File: config.mk
export PLATFORM = sky130hd
export DESIGN_NAME = tlbpt_front
export DESIGN_NICKNAME = d
export VERILOG_FILES = /design/src/rtl/core/tlbpt_pkg.sv /design/src/rtl/core/tlbpt_front.sv
export SDC_FILE = /design/constraint.sdc
export NUM_CORES = 1
export LEC_CHECK = 0
export BUFFER_PORTS_ARGS = -buffer_cell sky130_fd_sc_hd__buf_2
export CAP_MARGIN = 0
export CORE_ASPECT_RATIO = 1.2
export CORE_MARGIN = 2
export CORE_UTILIZATION = 40
export DETAILED_ROUTE_END_ITERATION = 10
export GPL_TIMING_DRIVEN = 0
export PLACE_DENSITY = 0.66
export SLEW_MARGIN = 20
export SYNTH_ARGS = -nofsm -noshare
export SYNTH_HDL_FRONTEND = slang
export SYNTH_SLANG_ARGS = --single-unit
File: constraint.sdc
create_clock -name clock -period 2.9 [get_ports clock]
set_input_delay 0.145 -clock clock [delete_from_list [all_inputs] [get_ports clock]]
set_output_delay 0.145 -clock clock [all_outputs]
set_load 0.05 [all_outputs]
File: src/rtl/core/tlbpt_pkg.sv
// Shared constants, types and state codes of the page table translator.
// Used by tlbpt_front, tlbpt_back and tlb_page_table_translator; no dependencies.
package tlbpt_pkg;

   localparam int OFFSET_WIDTH = 10;
   localparam int PAGE_COUNT   = 1024;
   localparam int FRAME_COUNT  = 256;
   localparam int TLB_ENTRIES  = 16;

   localparam int VA_W    = 20;
   localparam int PAGE_W  = $clog2(PAGE_COUNT);
   localparam int FRAME_W = $clog2(FRAME_COUNT);
   localparam int PA_W    = FRAME_W + OFFSET_WIDTH;

   // clearing pass covers the larger of the page table and the frame tables
   localparam int CLR_DEPTH = (PAGE_COUNT > FRAME_COUNT) ? PAGE_COUNT : FRAME_COUNT;
   localparam int CLR_W     = $clog2(CLR_DEPTH);

   localparam int QUEUE_DEPTH = 2;
   localparam int QPTR_W      = $clog2(QUEUE_DEPTH);
   localparam int QCNT_W      = $clog2(QUEUE_DEPTH + 1);

   localparam logic POLICY_FIFO = 1'b0;
   localparam logic POLICY_LRU  = 1'b1;

   typedef struct packed {
      logic [PAGE_W-1:0]       page;
      logic [OFFSET_WIDTH-1:0] offset;
   } item_type;

   typedef struct packed {
      logic     valid;
      item_type item;
   } queue_out_type;

   typedef struct packed {
      logic pop;
      logic clearing;
   } back_status_type;

   typedef enum logic [7:0] {
      ST_CLEAR = 8'b0000_0001,
      ST_IDLE  = 8'b0000_0010,
      ST_PTRD  = 8'b0000_0100,
      ST_OWN   = 8'b0000_1000,
      ST_TRD   = 8'b0001_0000,
      ST_W1    = 8'b0010_0000,
      ST_W2    = 8'b0100_0000
   } state_type;

endpackage

File: src/rtl/core/tlbpt_front.sv
// Front end: accepts request transactions, splits the address, queues them.
// Depends on tlbpt_pkg.
module tlbpt_front (
   input  logic                       clock,
   input  logic                       reset,
   input  logic                       start,
   output logic                       busy,
   input  logic [tlbpt_pkg::VA_W-1:0] req_virtual_address,
   input  tlbpt_pkg::back_status_type status,
   output tlbpt_pkg::queue_out_type   queue_out
);

   tlbpt_pkg::item_type             q_mem_ff [tlbpt_pkg::QUEUE_DEPTH];
   logic [tlbpt_pkg::QPTR_W-1:0]    wr_ptr_ff, wr_ptr_in;
   logic [tlbpt_pkg::QPTR_W-1:0]    rd_ptr_ff, rd_ptr_in;
   logic [tlbpt_pkg::QCNT_W-1:0]    cnt_ff, cnt_in;
   logic                            push;
   logic                            pop;
   tlbpt_pkg::item_type             item;

   // split the address into page and offset
   assign item.offset = req_virtual_address[tlbpt_pkg::OFFSET_WIDTH-1:0];
   assign item.page   = req_virtual_address[tlbpt_pkg::OFFSET_WIDTH +: tlbpt_pkg::PAGE_W];

   // hold off requests while full or while the tables are cleared
   assign busy = status.clearing ||
                 (cnt_ff == tlbpt_pkg::QCNT_W'(tlbpt_pkg::QUEUE_DEPTH));
   assign push = start && !busy;
   assign pop  = status.pop && (cnt_ff != '0);

   assign queue_out.valid = (cnt_ff != '0);
   assign queue_out.item  = q_mem_ff[rd_ptr_ff];

   // advance pointers and count
   always_comb begin
      wr_ptr_in = wr_ptr_ff;
      rd_ptr_in = rd_ptr_ff;
      cnt_in    = cnt_ff;
      if (push) begin
         wr_ptr_in = wr_ptr_ff + 1'b1;
      end
      if (pop) begin
         rd_ptr_in = rd_ptr_ff + 1'b1;
      end
      if (push && !pop) begin
         cnt_in = cnt_ff + 1'b1;
      end else if (pop && !push) begin
         cnt_in = cnt_ff - 1'b1;
      end
   end

   always_ff @(posedge clock) begin
      if (reset) begin
         wr_ptr_ff <= '0;
         rd_ptr_ff <= '0;
         cnt_ff    <= '0;
      end else begin
         wr_ptr_ff <= wr_ptr_in;
         rd_ptr_ff <= rd_ptr_in;
         cnt_ff    <= cnt_in;
      end
   end

   // store the queued item
   always_ff @(posedge clock) begin
      if (push) begin
         q_mem_ff[wr_ptr_ff] <= item;
      end
   end

endmodule

==> impl_metrics.json, run 1 <==
{
  "hold_buffers": 0,
  "die_area_mm2": 0.00471,
  "syn_avg_cell_area_um2": 18.8,
  "die_h_um": 74.8,
  "insertion_delay_ps": 290,
  "fin_crit_sh_pct": 60.9,
  "synth_edf_count": 40,
  "worstRegToRegCells": 2,
  "synth_fp_nets": 115,
  "final_nets": 169,
  "drive_gt1_share_pct": 53.5,
  "postCtsSetupBuffers": 0,
  "async_flop_share_pct": 0,
  "postSynthCellCount": 89,
  "fp-row-count": 25,
  "leakagePower_nw": 0.788,
  "p_per_area_mw_per_mm2": 911,
  "grt_pass1_vias": 972,
  "seq_area_frac_synth_pct": 77.8,
  "synthSimpleGateAreaFrac_pct": 4.57,
  "path_class": "reg -> reg",
  "synth_fa_ha_area_share_pct": 0.749,
  "crit_path_end": "q_mem_ff[1][19]",
  "initial_core_util_pct": 42.1,
  "cp.required_ps": 2810,
  "cts_made_buffers": 5,
  "cts_sinks": 45,
  "ys_ff_latch": 45,
  "synth_area_mm2": 0.00167,
  "startpoint": "cnt_ff[0]",
  "cp_slowest_cell": "and3_1",
  "setup_viol_count_final": 0,
  "area_growth_pct": 24.3,
  "highest_layer": "met4",
  "drc_errors": 0,
  "tns_ps": 0,
  "placedCellCount": 190,
  "final_cells": 198,
  "synth_area_leader_cell": "edfxtp_1",
  "fmax_ghz": 0.566,
  "synthMuxAreaShare_pct": 13.5,
  "ys.flop_type": "edfxtp_1",
  "gp_congestion": 0.630,
  "maxCapViolCount": 0,
  "place_hpwl_mm": 1.98,
  "ant_nets": 0,
  "synth_compound_area_share_pct": 1.20,
  "max_slew_margin_pct": 37.3,
  "r2r_end": "q_mem_ff[1][19]",
  "yosysTopAreaCellShare_pct": 71.9,
  "cp.arrival_ps": 1680,
  "synthTopCellsByCount": "edfxtp_1, mux2_2, dfxtp_1, nor2_1",
  "clockBufferDepth": 2,
  "via_per_inst": 4.61,
  "worst_pin_slew_ps": 941,
  "reg2reg_from": "cnt_ff[0]",
  "slew_violations": 0,
  "drt-total-wl_mm": 2.68,
  "htree_levels": 2,
  "core_mm2": 0.00397,
  "grtUsageTotal_pct": 12.4,
  "synth_area_leaders": "edfxtp_1, mux2_2, dfxtp_1",
  "wl_met2_mm": 1.57,
  "yosysWarnings": 0,
  "cp_slowest_stage_delay_ps": 800,
  "grt_overflow": 0,
  "die_x_um": 63.0,
  "hold_depth": 1,
  "antenna_found_initial": 0,
  "whs_ps": 43.9,
  "ir_worst_vdd_mv": 0.550,
  "fin_worst_skew_ps": 3.43,
  "cp_max_fo": 20,
  "insertedDiodeCount": 0,
  "via_count": 912,
  "synth.distinct_cells": 16,
  "wl_met1_um": 964,
  "cp-end-kind": "register",
  "fillers": 354,
  "num_io_pins": 47,
  "wl_met3_um": 112,
  "path_cells": "nand2b_1 -> and3_1",
  "dr.pass1.iters": 4,
  "hold_viol_final": 0,
  "rsz0062_at_grt": "no",
  "drt-initial-drc-count": 25,
  "yosysMostFrequentCell": "edfxtp_1",
  "yosys.area_share.xor_xnor_pct": 1.57,
  "r2r_slack_ps": 1130,
  "portBuffers": 46,
  "cts_tree": "built",
  "grt_max_degree": 21,
  "wire_per_inst_um": 13.5,
  "root_buffer": "clkbuf_8",
  "clkTransAtPathRegs_ps": 70,
  "status": "complete, no violations",
  "critPathLaunchType": "register",
  "fin_crit_ps": 1770,
  "hold_class": "in -> reg",
  "synth_top_family_by_area": "multiplexers",
  "grt_pass1_wl_mm": 4.26,
  "ctsResizeCount": 0
}
[layout make-up]
| cell class | instances | area [µm²] | share of cell area [%] |
|---|---|---|---|
| Tap cell | 54 | 67.6 | 3.25 |
| Buffer | 2 | 10.0 | 0.482 |
| Clock buffer | 8 | 90.1 | 4.34 |
| Multi-Input combinational cell | 42 | 363 | 17.5 |
| Sequential cell | 45 | 1300 | 62.7 |
| Timing Repair Buffer | 47 | 245 | 11.8 |
[report_power, final]
group	leakage (nW)	switching (mW)	internal, mW	total (mW)
clock network	0.0455	0.182	0.194	0.376
logic	0.335	0.493	0.215	0.707
registers	0.408	0.0298	0.780	0.810
total	0.788	0.704	1.19	1.89
[worst min path at each step]
stage	end	slack (ps)	from
2_1_floorplan	cnt_ff[1]	210	reset
3_3_place_gp	q_mem_ff[0][4]	330	req_virtual_address[4]
3_5_place_dp	q_mem_ff[1][12]	340	req_virtual_address[12]
4_1_cts	q_mem_ff[0][12]	30	req_virtual_address[12]
5_1_grt	q_mem_ff[0][17]	20	req_virtual_address[17]
6_report	q_mem_ff[1][12]	40	req_virtual_address[12]
[routing by layer]
metal  vias up  GRT usage (%)
met5         -              0
li1        448              -
met1       437           12.0
met2        23           24.2
met3         4           4.48
met4         0           4.44
[kinds of logic (layout without fill, tap and decap cells)]
logic type,Yosys count,count (layout)
compound gates,4,4
simple gates,14,14
mux,20,20
flops,45,45
fa+ha+maj,1,1
buf+inv,2,57
xor+xnor,3,3
[cells in the final DEF, fill, tap and decap left out]
cell / synthesis / routed
nor2b_1: 2 / 1
xor2_1: 3 / 3
and2_1: 1 / 1
nand2b_1: 3 / 3
clkbuf_8: 0 / 6
buf_8: 0 / 1
dfxtp_1: 5 / 5
edfxtp_1: 40 / 40
ha_1: 1 / 1
or3_1: 1 / 1
a21oi_1: 1 / 1
nand3_1: 1 / 1
o21ai_0: 3 / 3
buf_2: 2 / 48
clkbuf_1: 0 / 2
and3_1: 1 / 1
mux2_2: 20 / 20
or2_2: 1 / 1
nor2b_2: 0 / 1
nor2_1: 4 / 4
[per-stage QoR]
step	total power [mW]	instance area (µm²)	util (%)	setup slack [ps]
finish	1.89	2080	52.3	1130
global route	1.99	2080	52.3	983
CTS	1.92	2080	52.3	1080
detailed placement	1.54	1990	50.0	1090
global placement	1.52	1970	49.6	369
floorplan	1.38	1670	-	868
[critical path: cells and delay by family, from the launching register on]
| kind | cells | cell delay (ps) |
|---|---|---|
| flip-flops | 1 | 410 |
| AND/OR/NAND/NOR | 2 | 980 |
[flip-flops by register name (all words and copies together) (netlist names), named ones only]
signal and flops:
q_mem_ff 40, rd_ptr_ff 1, wr_ptr_ff 1, cnt_ff 2
No activity file was read; power rests on OpenSTA's default activity.
==> run 2, diff against run 1 <==
Settings changed: PLACE_DENSITY 0.66 to 0.68.
Clock period 2.9 ns to 1.5 ns, I/O delays scaled along.
==> run 2 against run 1 <==
  * Flip-flop and latch count is the same
  * Power grew 100%
  * Sequential share of layout area shrank 6.8 points
  * Hold slack lost 25 ps
  * Count of clock-buffer cells in the layout shrank 2
  * Clock power grew 76%
  * Sequential power grew 96%
  * Clock skew is essentially flat
  * Die area is the same
==> impl_metrics.json, run 2 (synthesis gave the netlist of run 1 again) <==
{
  "drc_errors": 0,
  "core_mm2": 0.00397,
  "insertedDiodeCount": 0,
  "critPathLaunchType": "register",
  "dp_slack_ps": -275,
  "top_regs": "q_mem_ff x40, cnt_ff x2",
  "placed_area_mm2": 0.00198,
  "wire_per_inst_um": 13.8,
  "die_h_um": 74.8,
  "p_total_mw": 3.78,
  "fp-row-count": 25,
  "cp.required_ps": 1710,
  "grtUsageTotal_pct": 13.2,
  "place_hpwl_mm": 2.02,
  "layout_commonest_cell": "buf_2",
  "die_x_um": 63.0,
  "fmax_ghz": 0.670,
  "ant_nets": 0,
  "hold_viol_final": 0,
  "root_buffer": "clkbuf_8",
  "gp_congestion": 0.647,
  "via_count": 1004,
  "cp.arrival_ps": 1700,
  "insertion_delay_ps": 280,
  "grt_pass1_vias": 1065,
  "grt_overflow": 0,
  "rsz0062_at_grt": "yes",
  "grt_max_degree": 21,
  "status": "complete, no violations",
  "setup_viol_count_final": 0,
  "cts_made_buffers": 5,
  "initial_core_util_pct": 42.1,
  "drt-initial-drc-count": 5,
  "largest_reg_flops": 40,
  "cts_tree": "built",
  "via_per_inst": 4.58,
  "hold_class": "in -> reg",
  "grt_pass1_wl_mm": 4.64,
  "fin_worst_skew_ps": 3.55,
  "drt-total-wl_mm": 3.03,
  "fin_area_mm2": 0.00234,
  "whs_ps": 18.7,
  "clockPowerShare_pct": 17.5,
  "slew_violations": 0,
  "path_class": "reg -> reg",
  "num_io_pins": 47,
  "finalWorstSetupSlack_ps": 7.91,
  "worst_pin_slew_ps": 478,
  "largest_register": "q_mem_ff",
  "pwr-share-seq_pct": 41.9,
  "layout_common_cells": "buf_2, edfxtp_1, mux2_2, dlygate4sd3_1, clkbuf_8",
  "clockBufferDepth": 2,
  "area_growth_pct": 39.8,
  "cp-end-kind": "register",
  "tns_ps": 0,
  "die_area_mm2": 0.00471,
  "htree_levels": 2,
  "dr.pass1.iters": 2,
  "cp_max_fo": 4,
  "power_frac_comb_pct": 40.6,
  "p_per_area_mw_per_mm2": 1620,
  "ir_worst_vdd_mv": 0.998,
  "switching_share_pct": 37.5,
  "fillers": 325,
  "portBuffers": 46,
  "maxCapViolCount": 0,
  "drive_gt1_share_pct": 52.1,
  "max_slew_margin_pct": 68.1,
  "leakagePower_nw": 0.886,
  "p_int_mw": 2.37,
  "clkTransAtPathRegs_ps": 70,
  "cts_sinks": 45,
  "antenna_found_initial": 0,
  "p_sw_mw": 1.42,
  "final_nets": 191,
  "fin_crit_sh_pct": 99.5,
  "fin_crit_ps": 1490
}
## run 2: area by class of cell
type	count	area (µm²)	area share, %
Tap cell	54	67.6	2.89
Clock buffer	6	72.6	3.10
Timing Repair Buffer	68	458	19.6
Clock inverter	1	3.75	0.161
Buffer	2	15.0	0.642
Sequential cell	45	1310	55.9
Multi-Input combinational cell	43	414	17.7
## run 2: metal layers
metal,vias up,track usage (%),part of all wire (%),wire [µm]
met4,0,5.19,0.43,13
met2,21,27.7,59,1790
li1,491,-,-,-
met1,490,12.5,37,1130
met5,-,0,0,0
met3,2,2.84,3.3,99
## run 2: final timing paths
| kind | startpoint | to | slack, ps | depth (start not counted) |
|---|---|---|---|---|
| setup / recovery | cnt_ff[0] | cnt_ff[1] | 8 | 6 |
| hold / removal | reset | cnt_ff[1] | 20 | 2 |
| setup reg to reg | cnt_ff[0] | cnt_ff[1] | 8 | 6 |
| hold reg to reg | rd_ptr_ff | register | 530 | 2 |
## run 2: power groups by stage
stage          Combinational (mW)  Sequential (mW)  Clock, mW
2_1_floorplan                1.10             1.58          0
3_3_place_gp                 1.35             1.58          0
3_5_place_dp                 1.38             1.60          0
4_1_cts                      1.51             1.58      0.681
5_1_grt                      1.63             1.60      0.725
6_report                     1.54             1.59      0.662
## run 2: metrics by stage
step / util, % / cells
3_5_place_dp: 49.8 / 189
5_1_grt: 58.8 / 219
6_report: 58.8 / 219
3_3_place_gp: 49.8 / 189
4_1_cts: 58.1 / 218
2_1_floorplan: - / 89
## run 2: critical path, stage by stage (launching register included)
cell	delay [ps]
dfxtp_4	360
nand2b_4	150
and2_4	160
ha_4	150
xor2_1	150
or3_4	340
a21oi_2	130
## run 2: what timing repair did
action	4_1_cts	5_1_grt
pin swaps	2	0
resized for setup	10	3
hold buffers	20	0
endpoints found under the hold margin	40	0
setup buffers	1	1
setup endpoints to repair	61	30
cloned	1	0
==> run 3, diff against run 2 <==
Settings changed: PLACE_DENSITY 0.68 to default, PLACE_DENSITY_LB_ADDON from default to 0.15.
Clock period 1.5 ns to 1.4 ns, I/O delays scaled along.
==> run 3 against run 2 <==
  * The flow now finishes with violations (setup timing)
  * Clock power up 42%
  * Wire length up 11%
  * Utilization up 11 points
  * Final area up 18%
==> impl_metrics.json, run 3 (synthesis gave the netlist of run 1 again) <==
{
  "area_growth_pct": 65.0,
  "cp.arrival_ps": 1680,
  "root_buffer": "clkbuf_8",
  "cts_sinks": 45,
  "grt_max_degree": 21,
  "slew_violations": 0,
  "gp_congestion": 0.665,
  "hold_class": "in -> reg",
  "num_io_pins": 47,
  "r2r_slack_ps": -60,
  "grt_pass1_wl_mm": 5.04,
  "drt-total-wl_mm": 3.35,
  "placed_area_mm2": 0.00200,
  "top_regs": "q_mem_ff x40, cnt_ff x2",
  "dr.pass1.iters": 4,
  "drc_errors": 0,
  "grtUsageTotal_pct": 14.5,
  "grt.busiest_layer": "met2",
  "die_area_mm2": 0.00471,
  "insertedDiodeCount": 0,
  "cp-end-kind": "register",
  "core_mm2": 0.00397,
  "insertion_delay_ps": 290,
  "portBuffers": 46,
  "wire_per_inst_um": 14.8,
  "via_count": 1040,
  "placedCellCount": 189,
  "fin_crit_ps": 1460,
  "tns_ps": -57.4,
  "place_hpwl_mm": 1.77,
  "finalWorstSetupSlack_ps": -57.4,
  "layout_common_cells": "edfxtp_1, buf_2, buf_8, dlygate4sd3_1, mux2_4",
  "final_cells": 226,
  "htree_levels": 2,
  "use_met3_pct": 5.38,
  "p_total_mw": 5.00,
  "fillers": 265,
  "largest_register": "q_mem_ff",
  "whs_ps": 123,
  "cp_slowest_cell": "dfxtp_4",
  "antenna_found_initial": 0,
  "clockBufferDepth": 2,
  "grt_overflow": 0,
  "ant_nets": 0,
  "drt-initial-drc-count": 35,
  "grt_pass1_vias": 1092,
  "fp-row-count": 25,
  "path_class": "reg -> reg",
  "ff_latch_area_mm2": 0.00131,
  "initial_core_util_pct": 42.1,
  "fin_area_mm2": 0.00276,
  "cp.required_ps": 1620,
  "final_nets": 197,
  "rsz0062_at_grt": "yes",
  "met1_usage_pct": 15.8,
  "fin_crit_sh_pct": 104,
  "grtUsageMet2_pct": 25.7,
  "clkTransAtPathRegs_ps": 80,
  "cts_made_buffers": 5,
  "utilization_pct": 69.4,
  "cts_tree": "built",
  "fin_worst_skew_ps": 3.87,
  "leakagePower_nw": 1.08,
  "path_cells": "nand2b_4 -> and2_4 -> ha_4 -> xor2_2 -> or3_1 -> a21oi_1",
  "drive_gt1_share_pct": 54.7,
  "multiInputGateArea_um2": 495,
  "critPathTopFamily": "simple AND/OR/NAND/NOR gates",
  "worst_pin_slew_ps": 333,
  "violations": "setup timing",
  "ir_worst_vdd_mv": 1.10,
  "die_x_um": 63.0,
  "p_per_area_mw_per_mm2": 1810,
  "maxCapViolCount": 0,
  "largest_reg_flops": 40,
  "cp_slowest_stage_delay_ps": 360,
  "max_slew_margin_pct": 77.8,
  "status": "complete, but fails checks",
  "setup_viol_count_final": 1,
  "die_h_um": 74.8,
  "cp_max_fo": 4,
  "crit_buf_inv": 0,
  "dp_slack_ps": -234,
  "layout_commonest_cell": "edfxtp_1",
  "via_per_inst": 4.60,
  "critPathLaunchType": "register",
  "hold_viol_final": 0,
  "fmax_ghz": 0.686
}
run 3: cell count changes in the layout (fill, tap and decap cells not counted), moves of 2 or more:
cell | previous run | this run
buf_2 | 46 | 26
mux2_4 | 0 | 20
mux2_2 | 20 | 0
buf_12 | 1 | 3
buf_8 | 0 | 21
run 3: cell type report:
type	count	share of cell area, %
well taps	54	2.45
flip-flops and latches	45	47.5
repair buffers	74	27.0
multi-input cells	43	18.0
clock buffers	5	2.50
plain buffers	2	1.13
clock inverters	3	1.50
run 3: where the power goes:
group          switching (mW)  internal (mW)
Sequential              0.104           1.63
Combinational            1.19           1.13
Clock                   0.414          0.525
Total                    1.71           3.29
run 3: what timing repair did:
action / CTS / global route
hold buffers: 21 / 0
pin swaps: 1 / 0
hold endpoints to repair: 42 / 0
setup endpoints to repair: 61 / 31
gates resized for setup: 43 / 55
gates cloned: 2 / 1
setup buffers: 4 / 1
run 3: worst paths after layout:
kind                                start        end  cells past startpoint
worst max-delay path            cnt_ff[0]  cnt_ff[1]                      6
worst max register to register  cnt_ff[0]  cnt_ff[1]                      6
worst min register to register  rd_ptr_ff   register                      2
worst min-delay path            status[0]  wr_ptr_ff                      4
run 3: tightest hold or removal path, stage by stage:
cell and delay [ps]:
buf_2 80, nor2b_1 60, nand3_1 70, o21ai_0 80
run 3: per-layer routing:
metal,up-vias,routed length [µm]
met5,-,0
met4,0,78
met3,7,177
met2,36,1710
met1,498,1390
li1,499,-
